==> src/sv/lwe_pkg.sv <==
// ----------------------------------------------------------------------------
// lwe_pkg
// Shared types, codes and helpers of the display window pixel stream encoder.
// ----------------------------------------------------------------------------
package lwe_pkg;

  localparam int unsigned COORD_BITS_DEF = 10;
  localparam int unsigned CFG_W          = 11;
  localparam int unsigned CFG_IDX_W      = 2;
  localparam int unsigned WORD_W         = 16;

  localparam logic [CFG_IDX_W-1:0] REG_SCREEN_COLUMNS = 2'd0;
  localparam logic [CFG_IDX_W-1:0] REG_SCREEN_ROWS    = 2'd1;

  localparam logic [CFG_W-1:0] SCREEN_COLUMNS_RST = 11'd480;
  localparam logic [CFG_W-1:0] SCREEN_ROWS_RST    = 11'd320;

  localparam logic [2:0] ACT_WINDOW   = 3'd0;
  localparam logic [2:0] ACT_PIXEL    = 3'd1;
  localparam logic [2:0] ACT_GLYPH    = 3'd2;
  localparam logic [2:0] ACT_RAW_CMD  = 3'd3;
  localparam logic [2:0] ACT_RAW_DATA = 3'd4;

  localparam logic [7:0] CMD_COLUMN = 8'h2A;
  localparam logic [7:0] CMD_ROW    = 8'h2B;
  localparam logic [7:0] CMD_WRITE  = 8'h2C;
  localparam logic [7:0] RED_MASK   = 8'hF8;
  localparam logic [7:0] GREEN_MASK = 8'hFC;

  localparam logic [3:0] WINDOW_LAST = 4'd10;
  localparam logic [1:0] CHAN_LAST   = 2'd2;
  localparam logic [2:0] PIX_LAST    = 3'd7;

  typedef enum logic [1:0] {
    KIND_WINDOW,
    KIND_PIXEL,
    KIND_GLYPH,
    KIND_RAW
  } kind_e;

  typedef struct packed {
    kind_e             kind;
    logic              is_data;
    logic [7:0]        bits;
    logic [15:0]       fore_color;
    logic [15:0]       back_color;
    logic [WORD_W-1:0] x_start;
    logic [WORD_W-1:0] x_end;
    logic [WORD_W-1:0] y_start;
    logic [WORD_W-1:0] y_end;
  } job_t;

  function automatic logic [7:0] color_byte(input logic [15:0] c, input logic [1:0] chan);
    logic [7:0] b;
    case (chan)
      2'd0:    b = 8'(c >> 8) & RED_MASK;
      2'd1:    b = 8'(c >> 3) & GREEN_MASK;
      default: b = 8'(c << 3);
    endcase
    return b;
  endfunction

endpackage

==> src/sv/lwe_front.sv <==
// ----------------------------------------------------------------------------
// lwe_front
// Takes drawing items, checks windows against the screen size, tracks the
// window state and queues a job for every item that produces bytes.
// ----------------------------------------------------------------------------
module lwe_front #(
  parameter int unsigned COORD_BITS = lwe_pkg::COORD_BITS_DEF
) (
  input  logic                          clk_i,
  input  logic                          rst_ni,
  input  logic                          cfg_valid_i,
  output logic                          cfg_ready_o,
  input  logic [lwe_pkg::CFG_IDX_W-1:0] cfg_index_i,
  input  logic [lwe_pkg::CFG_W-1:0]     cfg_data_i,
  input  logic                          in_valid_i,
  output logic                          in_ready_o,
  input  logic [2:0]                    action_i,
  input  logic [COORD_BITS-1:0]         x_start_i,
  input  logic [COORD_BITS-1:0]         y_start_i,
  input  logic [COORD_BITS:0]           span_columns_i,
  input  logic [COORD_BITS:0]           span_rows_i,
  input  logic [15:0]                   fore_color_i,
  input  logic [15:0]                   back_color_i,
  input  logic [7:0]                    bits_i,
  input  logic                          full_i,
  output logic                          push_o,
  output lwe_pkg::job_t                 job_o
);

  localparam int unsigned SUM_W = COORD_BITS + 2;

  logic [lwe_pkg::CFG_W-1:0] screen_columns_q;
  logic [lwe_pkg::CFG_W-1:0] screen_rows_q;
  logic                      window_accepted_q;
  logic                      window_accepted_d;
  logic [SUM_W-1:0]          x_sum;
  logic [SUM_W-1:0]          y_sum;
  logic [SUM_W-1:0]          x_end;
  logic [SUM_W-1:0]          y_end;
  logic                      window_ok;
  logic                      emit;
  logic                      take;

  assign cfg_ready_o = 1'b1;
  assign in_ready_o  = !full_i;
  assign take        = in_valid_i && in_ready_o;

  assign x_sum = SUM_W'(x_start_i) + SUM_W'(span_columns_i);
  assign y_sum = SUM_W'(y_start_i) + SUM_W'(span_rows_i);
  assign x_end = x_sum - SUM_W'(1);
  assign y_end = y_sum - SUM_W'(1);

  assign window_ok = (span_columns_i != '0) && (span_rows_i != '0) &&
                     (x_sum <= SUM_W'(screen_columns_q)) &&
                     (y_sum <= SUM_W'(screen_rows_q));

  always_comb begin
    emit              = 1'b0;
    window_accepted_d = window_accepted_q;
    job_o.kind        = lwe_pkg::KIND_RAW;
    job_o.is_data     = 1'b0;
    job_o.bits        = bits_i;
    job_o.fore_color  = fore_color_i;
    job_o.back_color  = back_color_i;
    job_o.x_start     = lwe_pkg::WORD_W'(x_start_i);
    job_o.x_end       = lwe_pkg::WORD_W'(x_end);
    job_o.y_start     = lwe_pkg::WORD_W'(y_start_i);
    job_o.y_end       = lwe_pkg::WORD_W'(y_end);
    unique case (action_i)
      lwe_pkg::ACT_WINDOW: begin
        window_accepted_d = window_ok;
        emit              = window_ok;
        job_o.kind        = lwe_pkg::KIND_WINDOW;
      end
      lwe_pkg::ACT_PIXEL: begin
        emit       = window_accepted_q;
        job_o.kind = lwe_pkg::KIND_PIXEL;
      end
      lwe_pkg::ACT_GLYPH: begin
        emit       = window_accepted_q;
        job_o.kind = lwe_pkg::KIND_GLYPH;
      end
      lwe_pkg::ACT_RAW_CMD: begin
        emit = 1'b1;
      end
      lwe_pkg::ACT_RAW_DATA: begin
        emit          = 1'b1;
        job_o.is_data = 1'b1;
      end
      default: begin
        emit = 1'b0;
      end
    endcase
  end

  assign push_o = take && emit;

  always_ff @(posedge clk_i or negedge rst_ni) begin
    if (!rst_ni) begin
      screen_columns_q  <= lwe_pkg::SCREEN_COLUMNS_RST;
      screen_rows_q     <= lwe_pkg::SCREEN_ROWS_RST;
      window_accepted_q <= 1'b1;
    end else begin
      if (cfg_valid_i && cfg_ready_o) begin
        if (cfg_index_i == lwe_pkg::REG_SCREEN_COLUMNS) begin
          screen_columns_q <= cfg_data_i;
        end else if (cfg_index_i == lwe_pkg::REG_SCREEN_ROWS) begin
          screen_rows_q <= cfg_data_i;
        end
      end
      if (take) begin
        window_accepted_q <= window_accepted_d;
      end
    end
  end

endmodule

==> src/sv/lwe_queue.sv <==
// ----------------------------------------------------------------------------
// lwe_queue
// Two-entry job queue between the classifier and the byte sequencer.
// ----------------------------------------------------------------------------
module lwe_queue (
  input  logic          clk_i,
  input  logic          rst_ni,
  input  logic          push_i,
  input  lwe_pkg::job_t job_i,
  output logic          full_o,
  input  logic          pop_i,
  output logic          valid_o,
  output lwe_pkg::job_t job_o
);

  lwe_pkg::job_t mem_q [2];
  logic          wr_ptr_q;
  logic          rd_ptr_q;
  logic [1:0]    count_q;

  assign full_o  = (count_q == 2'd2);
  assign valid_o = (count_q != 2'd0);
  assign job_o   = mem_q[rd_ptr_q];

  always_ff @(posedge clk_i) begin
    if (push_i) begin
      mem_q[wr_ptr_q] <= job_i;
    end
  end

  always_ff @(posedge clk_i or negedge rst_ni) begin
    if (!rst_ni) begin
      wr_ptr_q <= 1'b0;
      rd_ptr_q <= 1'b0;
      count_q  <= 2'd0;
    end else begin
      if (push_i) begin
        wr_ptr_q <= !wr_ptr_q;
      end
      if (pop_i) begin
        rd_ptr_q <= !rd_ptr_q;
      end
      if (push_i && !pop_i) begin
        count_q <= count_q + 2'd1;
      end else if (pop_i && !push_i) begin
        count_q <= count_q - 2'd1;
      end
    end
  end

endmodule

==> src/sv/lwe_back.sv <==
// ----------------------------------------------------------------------------
// lwe_back
// Byte sequencer: walks the head job into the output register one byte per
// cycle unless out_ready_i stalls it; releases the job on its final byte.
// ----------------------------------------------------------------------------
module lwe_back (
  input  logic          clk_i,
  input  logic          rst_ni,
  input  logic          valid_i,
  input  lwe_pkg::job_t job_i,
  output logic          pop_o,
  output logic          out_valid_o,
  input  logic          out_ready_i,
  output logic [7:0]    link_byte_o,
  output logic          is_data_o,
  output logic          last_o
);

  logic [3:0]  cnt_q;
  logic [1:0]  chan_q;
  logic [2:0]  pix_q;
  logic        out_valid_q;
  logic [7:0]  byte_q;
  logic        is_data_q;
  logic        last_q;
  logic [7:0]  byte_d;
  logic        is_data_d;
  logic        last_d;
  logic [7:0]  win_byte;
  logic        win_data;
  logic [15:0] pix_color;
  logic        step;

  assign step  = valid_i && (!out_valid_q || out_ready_i);
  assign pop_o = step && last_d;

  // window sequence: column cmd, start, end, row cmd, start, end, write cmd
  always_comb begin
    win_data = 1'b1;
    case (cnt_q)
      4'd0: begin
        win_byte = lwe_pkg::CMD_COLUMN;
        win_data = 1'b0;
      end
      4'd1:    win_byte = job_i.x_start[15:8];
      4'd2:    win_byte = job_i.x_start[7:0];
      4'd3:    win_byte = job_i.x_end[15:8];
      4'd4:    win_byte = job_i.x_end[7:0];
      4'd5: begin
        win_byte = lwe_pkg::CMD_ROW;
        win_data = 1'b0;
      end
      4'd6:    win_byte = job_i.y_start[15:8];
      4'd7:    win_byte = job_i.y_start[7:0];
      4'd8:    win_byte = job_i.y_end[15:8];
      4'd9:    win_byte = job_i.y_end[7:0];
      default: begin
        win_byte = lwe_pkg::CMD_WRITE;
        win_data = 1'b0;
      end
    endcase
  end

  // glyph bits go msb first
  assign pix_color = job_i.bits[3'd7 - pix_q] ? job_i.fore_color : job_i.back_color;

  always_comb begin
    unique case (job_i.kind)
      lwe_pkg::KIND_WINDOW: begin
        byte_d    = win_byte;
        is_data_d = win_data;
        last_d    = (cnt_q == lwe_pkg::WINDOW_LAST);
      end
      lwe_pkg::KIND_PIXEL: begin
        byte_d    = lwe_pkg::color_byte(job_i.fore_color, chan_q);
        is_data_d = 1'b1;
        last_d    = (chan_q == lwe_pkg::CHAN_LAST);
      end
      lwe_pkg::KIND_GLYPH: begin
        byte_d    = lwe_pkg::color_byte(pix_color, chan_q);
        is_data_d = 1'b1;
        last_d    = (chan_q == lwe_pkg::CHAN_LAST) && (pix_q == lwe_pkg::PIX_LAST);
      end
      default: begin
        byte_d    = job_i.bits;
        is_data_d = job_i.is_data;
        last_d    = 1'b1;
      end
    endcase
  end

  always_ff @(posedge clk_i or negedge rst_ni) begin
    if (!rst_ni) begin
      cnt_q       <= 4'd0;
      chan_q      <= 2'd0;
      pix_q       <= 3'd0;
      out_valid_q <= 1'b0;
    end else begin
      if (step) begin
        out_valid_q <= 1'b1;
        if (last_d) begin
          cnt_q  <= 4'd0;
          chan_q <= 2'd0;
          pix_q  <= 3'd0;
        end else begin
          cnt_q <= cnt_q + 4'd1;
          if (chan_q == lwe_pkg::CHAN_LAST) begin
            chan_q <= 2'd0;
            pix_q  <= pix_q + 3'd1;
          end else begin
            chan_q <= chan_q + 2'd1;
          end
        end
      end else if (out_ready_i) begin
        out_valid_q <= 1'b0;
      end
    end
  end

  always_ff @(posedge clk_i) begin
    if (step) begin
      byte_q    <= byte_d;
      is_data_q <= is_data_d;
      last_q    <= last_d;
    end
  end

  assign out_valid_o = out_valid_q;
  assign link_byte_o = byte_q;
  assign is_data_o   = is_data_q;
  assign last_o      = last_q;

endmodule

==> src/sv/lcd_window_pixel_stream_encoder.sv <==
// ----------------------------------------------------------------------------
// lcd_window_pixel_stream_encoder
// Path: an item is queued as a job, then the sequencer registers its bytes.
// The sequencer gives one byte per cycle unless out_ready_i stalls it; the
//   bytes per item are raw 1, pixel 3, window 11, glyph 24.
// Input is taken every cycle while the two-entry job queue has room.
// Reset: screen 480 x 320, window state accepted, queue and output empty.
// ----------------------------------------------------------------------------
module lcd_window_pixel_stream_encoder #(
  parameter int unsigned COORD_BITS = lwe_pkg::COORD_BITS_DEF
) (
  input  logic                          clk_i,
  input  logic                          rst_ni,
  input  logic                          cfg_valid_i,
  output logic                          cfg_ready_o,
  input  logic [lwe_pkg::CFG_IDX_W-1:0] cfg_index_i,
  input  logic [lwe_pkg::CFG_W-1:0]     cfg_data_i,
  input  logic                          in_valid_i,
  output logic                          in_ready_o,
  input  logic [2:0]                    action_i,
  input  logic [COORD_BITS-1:0]         x_start_i,
  input  logic [COORD_BITS-1:0]         y_start_i,
  input  logic [COORD_BITS:0]           span_columns_i,
  input  logic [COORD_BITS:0]           span_rows_i,
  input  logic [15:0]                   fore_color_i,
  input  logic [15:0]                   back_color_i,
  input  logic [7:0]                    bits_i,
  output logic                          out_valid_o,
  input  logic                          out_ready_i,
  output logic [7:0]                    link_byte_o,
  output logic                          is_data_o,
  output logic                          last_o
);

  logic          full;
  logic          push;
  logic          pop;
  logic          head_valid;
  lwe_pkg::job_t push_job;
  lwe_pkg::job_t head_job;

  lwe_front #(
    .COORD_BITS(COORD_BITS)
  ) u_front (
    .clk_i         (clk_i),
    .rst_ni        (rst_ni),
    .cfg_valid_i   (cfg_valid_i),
    .cfg_ready_o   (cfg_ready_o),
    .cfg_index_i   (cfg_index_i),
    .cfg_data_i    (cfg_data_i),
    .in_valid_i    (in_valid_i),
    .in_ready_o    (in_ready_o),
    .action_i      (action_i),
    .x_start_i     (x_start_i),
    .y_start_i     (y_start_i),
    .span_columns_i(span_columns_i),
    .span_rows_i   (span_rows_i),
    .fore_color_i  (fore_color_i),
    .back_color_i  (back_color_i),
    .bits_i        (bits_i),
    .full_i        (full),
    .push_o        (push),
    .job_o         (push_job)
  );

  lwe_queue u_queue (
    .clk_i  (clk_i),
    .rst_ni (rst_ni),
    .push_i (push),
    .job_i  (push_job),
    .full_o (full),
    .pop_i  (pop),
    .valid_o(head_valid),
    .job_o  (head_job)
  );

  lwe_back u_back (
    .clk_i      (clk_i),
    .rst_ni     (rst_ni),
    .valid_i    (head_valid),
    .job_i      (head_job),
    .pop_o      (pop),
    .out_valid_o(out_valid_o),
    .out_ready_i(out_ready_i),
    .link_byte_o(link_byte_o),
    .is_data_o  (is_data_o),
    .last_o     (last_o)
  );

endmodule
==> config.mk <==
export PLATFORM = sky130hd
export DESIGN_NAME = lcd_window_pixel_stream_encoder
export DESIGN_NICKNAME = d
export VERILOG_FILES = /design/src/sv/lwe_pkg.sv /design/src/sv/lwe_front.sv /design/src/sv/lwe_queue.sv /design/src/sv/lwe_back.sv /design/src/sv/lcd_window_pixel_stream_encoder.sv
export SDC_FILE = /design/constraint.sdc
export NUM_CORES = 1
export LEC_CHECK = 0
export ABC_AREA = 1
export BUFFER_PORTS_ARGS = -buffer_cell sky130_fd_sc_hd__buf_4
export CORE_MARGIN = 2
export CORE_UTILIZATION = 49
export DETAILED_ROUTE_END_ITERATION = 10
export GPL_TIMING_DRIVEN = 0
export PLACE_DENSITY_LB_ADDON = 0.25
export SETUP_SLACK_MARGIN = 0.15
export SKIP_LAST_GASP = 1
export SYNTH_ARGS = -nofsm -noshare
export SYNTH_HDL_FRONTEND = slang
export SYNTH_SLANG_ARGS = --single-unit
==> constraint.sdc <==
create_clock -name clk_i -period 5.9 [get_ports clk_i]
set_clock_uncertainty 0.2 [all_clocks]
set_input_delay 0.295 -clock clk_i [delete_from_list [all_inputs] [get_ports clk_i]]
set_output_delay 0.295 -clock clk_i [all_outputs]
set_load 0.05 [all_outputs]
==> results of run 1 <==
flip-flops by register name (all words and copies together) (netlist names):
signal,count
u_front.window_accepted_q,1
u_front.screen_columns_q,11
u_back.chan_q,2
u_queue.wr_ptr_q,1
u_back.is_data_o,1
u_queue.mem_q,174
u_back.last_o,1
u_front.screen_rows_q,11
u_back.pix_q,3
u_back.cnt_q,4
u_back.out_valid_o,1
u_queue.rd_ptr_q,1
u_back.link_byte_o,8
u_queue.count_q,2
final cells by class:
cell class              count  area (µm²)  area share
plain buffers              28       146.4     0.01038
clock buffers              37       710.7     0.05040
clock inverters             8       70.07    0.004969
inverters                 130       493.0     0.03496
multi-input cells         735        4119      0.2921
flip-flops and latches    221        6460      0.4582
well taps                 285       356.6     0.02529
repair buffers            198        1744      0.1237
cell families after synthesis:
group | after synthesis | synth area share
adder cells (fa/ha/maj) | 57 | 0.06497
flip-flops | 221 | 0.5764
buffers and inverters | 158 | 0.05682
AO/OA/AOI/OAI | 183 | 0.09545
XOR/XNOR | 34 | 0.03059
AND/OR/NAND/NOR | 460 | 0.1755
other | 1 | 0.0003346
critical path: stages:
cell and delay, ns:
dlygate4sd3_1 0.55, buf_4 0.15, ha_1 0.22, fa_1 0.45, nand3_1 0.10, nand2_1 0.11
nand2_1 0.09, o2111ai_1 0.11, xor2_1 0.36, inv_1 0.15, ha_1 0.29, nand2_1 0.08
inv_1 0.04, nand2_1 0.05, nand2_1 0.04, nand2_1 0.05, nand2_1 0.04, nand2_1 0.18
nand4_1 0.13, nand2_1 0.10, nand3_1 0.13, inv_4 0.50, buf_16 0.31
how the worst max path moves through the flow:
stage	startpoint	endpoint	slack, ns	depth (start not counted)
finish	x_start_i[0]	u_queue.mem_q[0][30]	1.27	23
global route	x_start_i[0]	u_queue.mem_q[0][30]	0.93	23
CTS	x_start_i[0]	u_queue.mem_q[0][5]	1.27	20
detailed placement	x_start_i[0]	u_queue.mem_q[0][51]	1.31	19
global placement	x_start_i[0]	u_queue.mem_q[1][41]	-1.44	18
floorplan	y_start_i[0]	u_queue.mem_q[1][0]	0.46	17
cell usage after synthesis, drive strengths merged, types with 2 or more instances:
| cell | instances |
|---|---|
| nand3 | 50 |
| o21bai | 6 |
| edfxtp | 184 |
| or2 | 6 |
| ha | 55 |
| xnor2 | 5 |
| a21oi | 83 |
| o221ai | 8 |
| nand4 | 14 |
| fa | 2 |
| clkbuf | 13 |
| nor2 | 61 |
| and2 | 5 |
| a22oi | 6 |
| a32oi | 2 |
| nand3b | 2 |
| nand2 | 296 |
| o31ai | 3 |
| buf | 15 |
| dfrtp | 30 |
| nor4 | 6 |
| nor3 | 19 |
| o21ai | 54 |
| inv | 129 |
| xor2 | 29 |
| dfstp | 7 |
| a31oi | 3 |
| o22ai | 10 |
metal layers:
layer	up-vias	GRT usage	routed length [µm]
met5	-	0	0
met4	0	0.07471	817
met3	48	0.02897	1498
met2	267	0.4197	14280
met1	4134	0.2894	11350
li1	4263	-	-
power by group through the flow:
stage / registers, mW / logic (mW) / clock network [mW]
5_1_grt: 2.04 / 2.26 / 1.54
6_report: 2.02 / 2.05 / 1.46
3_3_place_gp: 2.06 / 1.94 / 0
2_1_floorplan: 2.18 / 1.20 / 0
3_5_place_dp: 2.05 / 1.99 / 0
4_1_cts: 2.02 / 2.05 / 1.47
stage by stage:
step,hold WS (ns),cells
after floorplan,-0.2006,1114
after global placement,0.1058,1513
after detailed placement,0.1123,1517
after CTS,0.03366,1642
after global routing,0.05267,1642
final,0.03012,1642
timing repair:
item,CTS,global route
endpoints found under the hold margin,187,0
hold buffers,80,0
endpoints found under the setup margin,0,0
cell usage in the layout (no fill, tap or decap), drive strengths merged, types with 8 or more instances in the layout:
cell type,n
a21oi,83
buf,133
clkbuf,50
dfrtp,30
dlygate4sd3,80
edfxtp,184
ha,55
inv,130
nand2,296
nand3,50
nand4,14
nor2,61
nor3,19
o21ai,54
o221ai,8
o22ai,10
xor2,29
==> impl_metrics.csv, run 1 <==
group,metric,value,unit
floorplanning,die_h,155.2,µm
cells_and_area,fillCellCount,1789,
timing,final-max-slew-violation-count,0,
min_path,min_path_type,"input port to flip-flop",
clock_network,cts_root_buf,"clkbuf_16",
timing,grt_setup_unrepaired,"no",
critical_path,cp.arrival,4.61,ns
floorplanning,io_pins,116,
placed_design,place_congestion,0.8875,
critical_path,crit_required,5.88,ns
critical_path,critPathMaxFanout,45,
min_path,min_from,"in_valid_i",
routing,wl,27950,µm
synth,ys.warnings.count,0,
min_path,holdPathStages,4,
clock_network,clock_path_buffers,3,
timing,setup_tns,0,ns
timing,fmax,216.0,MHz
clock_network,cts_tree,"yes",
cells_and_area,fin_area,0.01410,mm²
global_routing,antenna_found_initial,0,
synth,ys_ff_latch,221,
critical_path,path_class,"input port to flip-flop",
clock_network,cts_buffers,25,
clock_network,post_cts_buffers,0,
placed_design,dp_hpwl,20140,µm
timing,period_minus_slack,4.629,ns
power_and_ir_drop,pwr_density_cell,392.6,mW/mm²
min_path,whs_endpoint,"u_front.window_accepted_q",
power_and_ir_drop,power.total,5.536,mW
clock_network,htree_levels,1,
critical_path,end_kind,"flip-flop",
synth,yosys.area.top_type,"edfxtp_1",
routing,drt-vias-per-instance,5.306,
global_routing,grt_use_total,0.2317,
synth,synth_cell_type_count,57,
power_and_ir_drop,power_switching,2.061,mW
power_and_ir_drop,leakagePower,5.949,nW
critical_path,reg2reg_slack,1.79,ns
synth,syn-instance-count,1114,
synth,ys.flop_type,"edfxtp_1",
power_and_ir_drop,peakVddDrop,0.2275,mV
floorplanning,core_area,0.02257,mm²
floorplanning,row_count,55,
timing,relSlewSlack,0.3794,
clock_network,insertion_delay,0.51,ns
floorplanning,start_util,0.4966,
synth,syn-cell-area,0.01121,mm²
clock_network,clkSlewWorstSetupHoldPaths,0.06,ns
cells_and_area,drive_above_1_share,0.1584,
synth,yosysSeqAreaShare,0.5764,
global_routing,grt_pass1_wl,43730,µm
synth,synthArstFlopShare,0.1674,
timing,period_share,0.7846,
routing,routedWlPerCell,17.02,µm
clock_network,post_cts_resized,0,
timing,timing.final.ws_setup,1.271,ns
routing,drt-initial-drc-count,622,
routing,vias,8712,
timing,hold_viol,0,
critical_path,crit_path_start_kind,"input port",
routing,drcViolationCount,0,
synth,synth_top_area_share,0.4930,
placed_design,place_area,0.01252,mm²
cells_and_area,n_antenna_cell,0,
cells_and_area,nNetsFinal,1499,
power_and_ir_drop,p_comb_frac,0.371,
global_routing,grt_pass1_vias,8512,
power_and_ir_drop,p_sw_frac,0.3723,
power_and_ir_drop,sequentialPowerShare,0.365,
synth,syn_avg_cell_area,10.06,µm²
power_and_ir_drop,pwr-share-clk,0.263,
critical_path,reg2reg_depth,17,
placed_design,portBuffers,114,
job,maxCapViolCount,0,
synth,synth_area_leaders,"edfxtp_1 49%, nand2_1 9.7%, dfrtp_1 6.7%",
synth,synth_edf_count,184,
run_status,status,"finished, final reports clean",
global_routing,grt_max_degree,46,
synth,synth_fp_nets,1274,
floorplanning,die_x,155.2,µm
clock_network,numClockSinks,221,
timing,setup_viol,0,
global_routing,overflow,0,
placed_design,dp_slack,1.311,ns
power_and_ir_drop,intPower,3.475,mW
routing,first_pass_iters,5,
floorplanning,fp.dieArea,0.02410,mm²
critical_path,reg2reg_to,"u_queue.count_q[1]",
timing,worstMarginPinSlew,0.9309,ns
cells_and_area,areaGrowthSynthToFinish,25.80,%
critical_path,rr_startpoint,"u_queue.rd_ptr_q",
routing,ant_nets,0,
cells_and_area,finish.utilization,0.6247,
(Power assumes the default switching activity.)
==> run 2, diff against run 1 <==
--- a/config.mk
+++ b/config.mk
@@ -5,7 +5,7 @@
 export SDC_FILE = /design/constraint.sdc
 export NUM_CORES = 1
 export LEC_CHECK = 0
-export ABC_AREA = 1
+export ABC_AREA = 0
 export BUFFER_PORTS_ARGS = -buffer_cell sky130_fd_sc_hd__buf_4
 export CORE_MARGIN = 2
 export CORE_UTILIZATION = 49
==> constraint.sdc (replaced) <==
create_clock -name clk_i -period 4.15 [get_ports clk_i]
set_clock_uncertainty 0.2 [all_clocks]
set_input_delay 0.2075 -clock clk_i [delete_from_list [all_inputs] [get_ports clk_i]]
set_output_delay 0.2075 -clock clk_i [all_outputs]
set_load 0.05 [all_outputs]
==> impl_metrics.csv, run 2 <==
group,metric,value,unit
synth,syn_avg_cell_area,13.71,µm²
floorplanning,die_h,152.4,µm
timing,period_minus_slack,3.854,ns
placed_design,dp_cells,1182,
clock_network,clock_path_buffers,3,
routing,vias,7420,
cells_and_area,drive_above_1_share,0.2538,
floorplanning,row_count,54,
cells_and_area,nNetsFinal,1187,
floorplanning,core_area,0.02169,mm²
synth,synth.most_common_cell,"edfxtp_1",
routing,ant_nets,0,
cells_and_area,regMostFlops,"u_queue.mem_q",
cells_and_area,finish.utilization,0.6477,
synth,syn-cell-area,0.01079,mm²
placed_design,portBuffers,113,
routing,drcViolationCount,0,
cells_and_area,reg_top3,"u_queue.mem_q x174, u_front.screen_columns_q x11, u_front.screen_rows_q x11",
placed_design,place_congestion,0.8569,
clock_network,numClockSinks,221,
floorplanning,fp.dieArea,0.02322,mm²
synth,ys.flop_type,"edfxtp_1",
floorplanning,start_util,0.4975,
min_path,min_path_type,"input port to asynchronous set/reset pin",
timing,setup_tns,0,ns
floorplanning,die_x,152.4,µm
synth,yosys.area.top_type,"edfxtp_1",
critical_path,crit_required,4.22,ns
synth,yosysSeqAreaShare,0.5987,
routing,first_pass_iters,5,
timing,period_share,0.9286,
timing,hold_viol,0,
clock_network,cts_buffers,24,
cells_and_area,areaGrowthSynthToFinish,30.20,%
timing,final-max-slew-violation-count,0,
critical_path,cp_num_buf_inv,5,
clock_network,htree_levels,1,
routing,routedWlPerCell,19.73,µm
timing,fmax,259.5,MHz
global_routing,grt_max_degree,38,
global_routing,antenna_found_initial,0,
clock_network,insertion_delay,0.52,ns
timing,worstMarginPinSlew,0.9822,ns
critical_path,critPathMaxFanout,16,
synth,synth_fp_nets,947,
routing,wl,26130,µm
global_routing,grt_use_total,0.2227,
run_status,status,"finished, final reports clean",
clock_network,clkSlewWorstSetupHoldPaths,0.06,ns
critical_path,slowest_delay,0.45,ns
synth,synth_cell_type_count,67,
synth,ys_ff_latch,221,
synth,synthArstFlopShare,0.1674,
synth,synth_top_area_share,0.5121,
clock_network,cts_tree,"yes",
cells_and_area,fin_cells,1324,
cells_and_area,mostFrequentLayoutCell,"edfxtp_1",
floorplanning,io_pins,116,
cells_and_area,largest_reg_flops,174,
clock_network,cts_root_buf,"clkbuf_16",
synth,ys.warnings.count,0,
timing,setup_viol,0,
critical_path,path_cells,"buf_4, ha_1, a21o_1, and2_0, a311o_1, buf_4, xor2_4, ha_1, o21ai_0, o21ai_0, o211ai_1, a311oi_4, nor4_4, o31ai_4, buf_4, nor2_4, buf_4, clkbuf_16",
routing,drt-vias-per-instance,5.604,
cells_and_area,fillCellCount,1575,
power_and_ir_drop,pwr_density_cell,567.5,mW/mm²
synth,syn-instance-count,787,
routing,drt-initial-drc-count,469,
synth,synth_edf_count,184,
timing,grt_setup_unrepaired,"yes",
timing,relSlewSlack,0.3452,
global_routing,grt_pass1_vias,7586,
placed_design,dp_hpwl,17600,µm
critical_path,slowest_stage,"a311oi_4",
job,maxCapViolCount,0,
critical_path,cp.arrival,3.92,ns
critical_path,crit_family,"compound AO/OA/AOI/OAI gates",
synth,synth_common_cells,"184 x edfxtp_1, 55 x ha_1, 50 x nand2_1",
critical_path,crit_path_start_kind,"input port",
critical_path,path_class,"input port to flip-flop",
cells_and_area,n_antenna_cell,0,
global_routing,grt_pass1_wl,40630,µm
critical_path,crit_top_cell,"buf_4",
power_and_ir_drop,leakagePower,5.407,nW
power_and_ir_drop,peakVddDrop,0.3500,mV
cells_and_area,layout_common_cells,"184 x edfxtp_1, 123 x buf_4, 83 x dlygate4sd3_1",
critical_path,end_kind,"flip-flop",
global_routing,overflow,0,
synth,synth_area_leaders,"edfxtp_1 51%, dfrtp_1 7.0%, ha_1 6.4%",
## run 2: cell count changes in the layout (fill, tap and decap cells not counted), moves of 9 or more
cell,delta
mux4_2,+16
a211oi_1,+9
inv_1,-87
nand4_1,-11
nor2_1,-27
nand2_1,-240
mux2i_1,+39
o21ai_0,-14
xnor2_1,+13
nand3_1,-34
a21oi_1,-56
mux2_2,+36
## run 2: cell families after synthesis
kind of cell	Yosys count	share of synthesized area
and+or+nand+nor	157	0.07294
AOI/OAI and AO/OA	156	0.09533
DFF	221	0.5987
other	1	0.0003476
buffers and inverters	62	0.02238
xor gates and xnor gates	38	0.03154
adders and majority gates	57	0.06749
muxes	95	0.1112
## run 2: per-stage QoR
step | power [mW] | hold WS [ns] | setup WS, ns | area (µm²)
2_1_floorplan | 4.830 | -0.2881 | -0.5379 | 10840
3_3_place_gp | 5.585 | 0.01431 | -1.786 | 12040
3_5_place_dp | 5.639 | 0.02917 | -0.8787 | 12080
4_1_cts | 7.902 | 0.002572 | 0.04816 | 13810
5_1_grt | 8.349 | 0.03960 | 0.005288 | 14050
6_report | 7.971 | 0.01132 | 0.2964 | 14050
## run 2: cell type report
| type | instances | area (µm²) | area share |
|---|---|---|---|
| sequential | 221 | 6460 | 0.4599 |
| clock inverter | 16 | 165.2 | 0.01176 |
| buffer | 22 | 97.59 | 0.006948 |
| inverter | 39 | 148.9 | 0.01060 |
| tap | 280 | 350.3 | 0.02494 |
| multi-input combinational | 511 | 4368 | 0.3109 |
| clock buffer | 27 | 633.1 | 0.04507 |
| timing repair buffer | 208 | 1824 | 0.1299 |
## run 2: layer usage
metal / share of wire / track usage / vias up
met5: 0 / 0 / -
met4: 0.034 / 0.08322 / 0
met3: 0.057 / 0.03896 / 61
met2: 0.51 / 0.3887 / 236
met1: 0.40 / 0.2789 / 3607
li1: - / - / 3516
## run 2: where the power goes
group / leakage, nW / internal, mW / switching, mW
sequential: 2.12 / 2.84 / 0.173
combinational: 2.89 / 1.17 / 1.65
clock: 0.392 / 1.29 / 0.855
total: 5.41 / 5.29 / 2.68
## run 2: path summary, 6_finish.rpt
check	endpoint	slack (ns)	cells after the start	from
setup reg to reg	u_queue.count_q[1]	0.33	14	u_queue.rd_ptr_q
max in group asynchronous	u_front.window_accepted_q	3.35	2	rst_ni
setup / recovery	u_queue.mem_q[0][28]	0.30	18	y_start_i[4]
hold / removal	u_front.screen_rows_q[1]	0.01	2	rst_ni
min in group clk_i	u_queue.mem_q[1][33]	0.02	3	span_columns_i[10]
hold reg to reg	u_queue.count_q[1]	0.31	1	u_queue.count_q[1]
## run 2: timing repair
action,in CTS,in global routing
hold buffers,83,0
resized for setup,11,25
endpoints found under the setup margin,194,182
gates cloned,4,4
buffers inserted,3,6
pin swaps,2,11
endpoints found under the hold margin,192,0
